**src/rtl/mks_pkg.sv**
```systemverilog
// ---------------------------------------------------------------------------
// mks_pkg
// Shared types and constants for the k-th smallest / median selector.
// ---------------------------------------------------------------------------
`default_nettype none

package mks_pkg;

    localparam int MKS_MAX_ELEMENTS = 64;
    localparam int SAMPLE_W         = 32;
    localparam int ORDER_W          = 6;
    localparam int STATUS_W         = 2;

    localparam logic [STATUS_W-1:0] ST_OK       = 2'd0;
    localparam logic [STATUS_W-1:0] ST_RANK_ERR = 2'd1;
    localparam logic [STATUS_W-1:0] ST_OVERFLOW = 2'd2;

    // word index of each register (paddr[2])
    localparam logic REG_SELECT_MODE = 1'b0;
    localparam logic REG_ORDER_INDEX = 1'b1;

    localparam logic MODE_KTH    = 1'b0;
    localparam logic MODE_MEDIAN = 1'b1;

    // per-cycle command broadcast to every cell
    typedef struct packed {
        logic insert;
        logic shift;
        logic clear;
    } t_cell_ctl;

    // what a cell shows its neighbours
    typedef struct packed {
        logic                       gt;
        logic                       valid;
        logic signed [SAMPLE_W-1:0] val;
    } t_link;

endpackage

`default_nettype wire

```
**src/rtl/mks_cell.sv**
```systemverilog
// ---------------------------------------------------------------------------
// mks_cell
// One slot of the sorted chain: insert with shift-right, drain shift-left, clear empties.
// ---------------------------------------------------------------------------
`default_nettype none

module mks_cell
    import mks_pkg::*;
(
    input  wire                        i_clk,
    input  wire                        i_rst_n,
    input  wire t_cell_ctl             i_ctl,
    input  wire logic signed [SAMPLE_W-1:0] i_x,
    input  wire t_link                 i_left,
    input  wire t_link                 i_right,
    output t_link                      o_link
);

    logic                       r_valid;
    logic signed [SAMPLE_W-1:0] r_val;
    logic                       n_valid;
    logic signed [SAMPLE_W-1:0] n_val;
    logic                       gt;

    // empty slot counts as +inf
    assign gt = !r_valid || (r_val > i_x);

    always_comb begin
        n_valid = r_valid;
        n_val   = r_val;
        if (i_ctl.clear) begin
            n_valid = 1'b0;
        end else if (i_ctl.insert) begin
            if (gt) begin
                n_val   = i_left.gt ? i_left.val : i_x;
                n_valid = r_valid | i_left.valid;
            end
        end else if (i_ctl.shift) begin
            n_val   = i_right.val;
            n_valid = i_right.valid;
        end
    end

    always_ff @(posedge i_clk) begin
        if (!i_rst_n) begin
            r_valid <= 1'b0;
        end else begin
            r_valid <= n_valid;
        end
    end

    always_ff @(posedge i_clk) begin
        r_val <= n_val;
    end

    assign o_link = '{gt: gt, valid: r_valid, val: r_val};

endmodule

`default_nettype wire

```
**config.mk**
```make
export PLATFORM = sky130hd
export DESIGN_NAME = mks_cell
export DESIGN_NICKNAME = d
export VERILOG_FILES = /design/src/rtl/mks_pkg.sv /design/src/rtl/mks_cell.sv
export SDC_FILE = /design/constraint.sdc
export NUM_CORES = 1
export LEC_CHECK = 0
export BUFFER_PORTS_ARGS = -buffer_cell sky130_fd_sc_hd__buf_2
export CORE_ASPECT_RATIO = 1.1
export CORE_MARGIN = 3
export CORE_UTILIZATION = 49
export CTS_CLUSTER_SIZE = 40
export DETAILED_ROUTE_END_ITERATION = 6
export PLACE_DENSITY = 0.84
export SETUP_SLACK_MARGIN = 0.05
export SYNTH_ARGS = -nofsm -noshare
export SYNTH_HDL_FRONTEND = slang
export SYNTH_SLANG_ARGS = --single-unit
export TNS_END_PERCENT = 50
```
**constraint.sdc**
```tcl
create_clock -name i_clk -period 8.4 [get_ports i_clk]
set_clock_uncertainty 0.2 [all_clocks]
set_input_delay 1.68 -clock i_clk [delete_from_list [all_inputs] [get_ports i_clk]]
set_output_delay 1.68 -clock i_clk [all_outputs]
set_load 0.05 [all_outputs]
```
==> results.toml, run 1 <==
[power]
power_leakage_nw = 1.749
power.density_nw_per_um2 = 150.5
peakVddDrop_v = 0.00008092

[finish]
diodes = 0
nets = 541
post-route-util_pct = 70.06
drive_gt1_share_pct = 36.54
area_growth_pct = 32.42

[clock_tree]
ctsResizeCount = 0
clock_latency_ps = 290
path_clk_slew_ps = 70
cts_tree = "done"
clkSinkCount = 33
cts-root-buf = "clkbuf_8"
post_cts_buffers = 0
h-tree-depth = 2
cts_buffer_depth = 2
numCtsBuffers = 5
ctsHoldBuffers = 0

[place]
gp_congestion = 0.7868
hpwlAfterDp_mm = 5.141
io_buffers = 137

[timing]
slew_viol_final = 0
finalCritPeriodShare_pct = 67.21
fmax_ghz = 0.1771
max_slew.worst_pin.slew_ps = 1118
min_period_ps = 5645
setup_viol_count_final = 0
slew_headroom_pct = 25.49
finalHoldViolations = 0
rsz0062_at_grt = "no"
setup_tns_ps = 0

[synthesis]
synth_common_cells = "a21oi_1 (45), inv_1 (36), nor2_1 (34)"
synth-compound-area-share_pct = 13.80
ys_warn_count = 0
synth_cell_type_count = 32
ys_seq_area_share_pct = 38.51
syn_inst = 272
syn_nets = 409
synthArstFlopShare_pct = 0
yosysTopAreaCellShare_pct = 37.72
avgSynthCellArea_sq_um = 9.366
synth_area_leader_cell = "edfxtp_1"
syn_area_sq_um = 2547
synth_top_family_by_area = "adder cells"
synth_fa_ha_area_share_pct = 15.72
synth.area.mux_share_pct = 12.57
synth-edff-count = 32
synth.most_common_cell = "a21oi_1"
synth_top_flop_cell = "edfxtp_1"
synthXorXnorAreaFrac_pct = 0
synth_area_leaders = "edfxtp_1 (38%), ha_1 (16%), mux2i_1 (13%)"
yosys.area_share.simple_pct = 11.89
synth_seq_cells = 33

[detailed_routing]
wl_per_cell_um = 13.87
drtIter0Drc = 64
viasPerCell = 5.208
detail_route.wirelength_mm = 6.394
num_vias = 2401
drc = 0
postRouteAntennaNets = 0
first_pass_iters = 4

[floorplanning]
start_util_pct = 52.91
row_count = 26
ioPinCount = 139
die_h_um = 81.62
die_w_um = 74.75
core_area_sq_um = 4815
die_area_sq_um = 6101

[setup_path]
start_kind = "input port"
crit_family = "simple AND/OR/NAND/NOR gates"
slowest_delay_ps = 540
required_ps = 6520
criticalPathCategory = "in2out"
rr_worst_depth = 7
slowest_stage = "nor4_1"
crit_cells = 9
crit_chain = "buf_2, inv_1, ha_1, nand4_1, nor4_1, nor3b_1, a211oi_1, o21ai_0, buf_2"
cp_max_fo = 6
crit_buf_inv = 3
critPathArrivalTime_ps = 3770
critPathCaptureType = "primary output"
path_common_cell = "buf_2"

[flow_run]
max_cap_viol_count = 0

[global_routing]
antenna_found_initial = 0
overflow = 0
grt_use_total_pct = 21.47
grt_first_pass_wirelength_mm = 10.10
grt_pass1_vias = 2427
grt_max_degree = 70

[hold_path]
hold_class = "reg2reg"
min_path_cells = 2

[run_status]
outcome = "finished, final reports clean"
==> report_power, final <==
part / switching (mW) / internal [mW]
sequential: 0.00615 / 0.197
combinational: 0.0998 / 0.0585
clock: 0.0591 / 0.0876
==> final timing paths <==
path	from	end	slack (ps)
worst max-delay path	i_x[31]	o_link[33]	2750
worst min-delay path	r_valid	r_valid	470
worst max register to register	r_val[31]	r_val[28]	4670
worst min register to register	r_valid	r_valid	470
==> worst reg2reg max path: stages, from the launching register on <==
cell and delay, ps:
edfxtp_1 400, ha_1 400, nand4_1 180, nor4_1 540
nor3b_1 320, a21oi_1 120, a2111oi_4 800, buf_4 440
==> layer usage <==
layer | GRT usage [%] | wire length [um] | vias to the layer above
met3 | 4.651 | 407 | 5
met2 | 40.95 | 3375 | 76
met4 | 4.448 | 59 | 0
met5 | 0 | 0 | -
met1 | 24.13 | 2550 | 1067
li1 | - | - | 1253
==> sequential cells by signal, indices dropped and copies added (netlist names) <==
register  count
r_val        32
r_valid       1
==> metrics by stage <==
stage / total power [mW] / cell area [sq um] / hold slack (ps) / setup slack (ps) / instances
after floorplan: 0.3121 / 2547 / 387.8 / 2526 / 272
after global placement: 0.3598 / 3267 / 441.1 / 2791 / 453
after detailed placement: 0.3654 / 3267 / 455.4 / 2774 / 453
after CTS: 0.5108 / 3373 / 470.1 / 2765 / 461
after global routing: 0.5358 / 3373 / 502.2 / 2501 / 461
final: 0.5077 / 3373 / 465.6 / 2755 / 461
==> layout by cell type, fill, tap and decap left out, types with 3 or more instances in the layout <==
cell / count
buf_2: 137
clkbuf_8: 5
edfxtp_1: 32
nor2_1: 34
nand2_1: 8
ha_1: 32
o21ai_0: 6
inv_1: 36
a21oi_1: 45
nand3_1: 3
mux2i_1: 32
nand4_1: 9
==> layout make-up <==
class | count | area (sq um)
Sequential cell | 33 | 980.9
Clock buffer | 6 | 72.57
Multi-Input combinational cell | 190 | 1388
Fill cell | 398 | 1441
Timing Repair Buffer | 138 | 693.2
Tap cell | 56 | 70.07
Inverter | 36 | 135.1
Clock inverter | 2 | 33.78
==> kinds of logic after synthesis <==
family	count (synthesis)
buffers and inverters	49
multiplexers	32
AO/OA/AOI/OAI	62
adder cells (fa/ha/maj)	32
flip-flops	33
AND/OR/NAND/NOR	64
Power figures use the tool's default switching activity.
==> run 2: changes to the inputs <==
CORE_UTILIZATION = 45   (was 49)
PLACE_DENSITY = 0.78   (was 0.84)
clock period = 5.2 ns   (was 8.4 ns; I/O delays follow)
==> run 2 against run 1 <==
  * Non-clock buffer count up 1
  * Highest routed layer unchanged
  * Clock power grew 24%
  * Sequential share of layout area is 0.054 points lower
  * Sequential power up 61%
==> results.toml, run 2 (same netlist as run 1, synthesis figures left out) <==
[run_status]
outcome = "finished, final reports clean"

[finish]
area_growth_pct = 32.66
final_cells = 481
regMostFlops = "r_val"
reg_top3 = "r_val (32), r_valid (1)"
ff_latch_area_sq_um = 980.9
final_common_cell = "buf_2"
largest_register_ffs = 32
multi_input_area_sq_um = 1388
final_cell_mix = "buf_2 (137), a21oi_1 (45), inv_1 (36)"
diodes = 0
nFillCells = 483
drive_gt1_share_pct = 36.70
nets = 542

[global_routing]
grt_pass1_vias = 2520
grt_use_total_pct = 19.86
grtUsageMet2_pct = 36.37
overflow = 0
grt_first_pass_wirelength_mm = 10.70
top_usage_layer = "met2"
antenna_found_initial = 0
use_met1_pct = 23.21
grt_max_degree = 70
grt.met3_usage_pct = 4.246

[detailed_routing]
num_vias = 2428
detail_route.wirelength_mm = 6.412
first_pass_iters = 4
drc = 0
viasPerCell = 5.048
postRouteAntennaNets = 0
wl_per_cell_um = 13.33
drtIter0Drc = 91

[clock_tree]
clock_latency_ps = 280
ctsResizeCount = 0
cts-root-buf = "clkbuf_8"
numCtsBuffers = 5
path_clk_slew_ps = 70
h-tree-depth = 2
cts_tree = "done"
post_cts_buffers = 0
cts_buffer_depth = 2
clkSinkCount = 33
ctsHoldBuffers = 0

[timing]
max_slew.worst_pin.slew_ps = 1135
rsz0062_at_grt = "no"
slew_viol_final = 0
whs_ps = 449.4
setup_viol_count_final = 0
finalHoldViolations = 0
setup_slack_ps = 820.1
min_period_ps = 4380
setup_tns_ps = 0
fmax_ghz = 0.2283
slew_headroom_pct = 24.30
finalCritPeriodShare_pct = 84.23

[place]
hpwlAfterDp_mm = 5.116
dp_cells = 473
post-place-ws_ps = 825.8
gp_congestion = 0.7527
io_buffers = 137

[setup_path]
crit_chain = "buf_2, inv_1, ha_1, nand4_1, nor4_1, nor3b_1, a211oi_1, o21ai_0, buf_2"
path_common_cell = "buf_2"
cp_max_fo = 6
slowest_delay_ps = 560
slowest_stage = "nor4_1"
crit_buf_inv = 3
critPathArrivalTime_ps = 3140
critPathCaptureType = "primary output"
criticalPathCategory = "in2out"
start_kind = "input port"
required_ps = 3960
crit_family = "simple AND/OR/NAND/NOR gates"

[power]
power_leakage_nw = 1.744
peakVddDrop_v = 0.0001284
power.total_uw = 766.5
power.density_nw_per_um2 = 226.8

[floorplanning]
die_w_um = 77.74
row_count = 28
ioPinCount = 139
start_util_pct = 46.91
die_h_um = 84.91
core_area_sq_um = 5430
die_area_sq_um = 6601

[flow_run]
max_cap_viol_count = 0

[hold_path]
hold_class = "reg2reg"
==> run 2: changes by cell type in the layout (fill, tap and decap cells not counted) <==
cell / delta
clkinv_1: +1
clkbuf_1: -1
bufinv_16: -1
clkinv_2: +1
buf_4: +1
==> run 2: area by class of cell <==
| cell class | instances | share of cell area, % |
|---|---|---|
| Multi-Input combinational cell | 190 | 41.06 |
| Clock inverter | 3 | 0.3702 |
| Timing Repair Buffer | 139 | 20.73 |
| Sequential cell | 33 | 29.03 |
| Clock buffer | 5 | 2.036 |
| Inverter | 36 | 3.999 |
| Tap cell | 75 | 2.777 |
==> run 2: power breakdown <==
group | switching [mW] | internal [mW] | total [mW]
clock | 0.0920 | 0.0901 | 0.182
combinational | 0.162 | 0.0951 | 0.257
sequential | 0.00978 | 0.318 | 0.327
total | 0.264 | 0.503 | 0.767
==> run 2: per-layer routing <==
layer	share of wire [%]	wire length [um]
met5	0	0
met1	41	2601
met2	52	3322
met3	6.7	429
met4	0.90	58
==> run 2: final timing paths <==
kind | start | to | slack, ps | cells past startpoint
max | i_x[31] | o_link[33] | 820 | 9
min | r_valid | r_valid | 450 | 2
max reg2reg | r_val[31] | r_val[2] | 2080 | 7
min reg2reg | r_valid | r_valid | 450 | 2
==> run 2: tightest hold or removal path: cells and delay by family (launching register included) <==
kind           cells  cell delay [ps]
AO/OA/AOI/OAI      2              260
flip-flops         1              350
==> run 2: metrics by stage <==
stage	util [%]	area (sq um)
finish	62.24	3379
global route	62.24	3379
CTS	62.24	3379
detailed placement	60.74	3298
global placement	60.74	3298
floorplan	-	2560
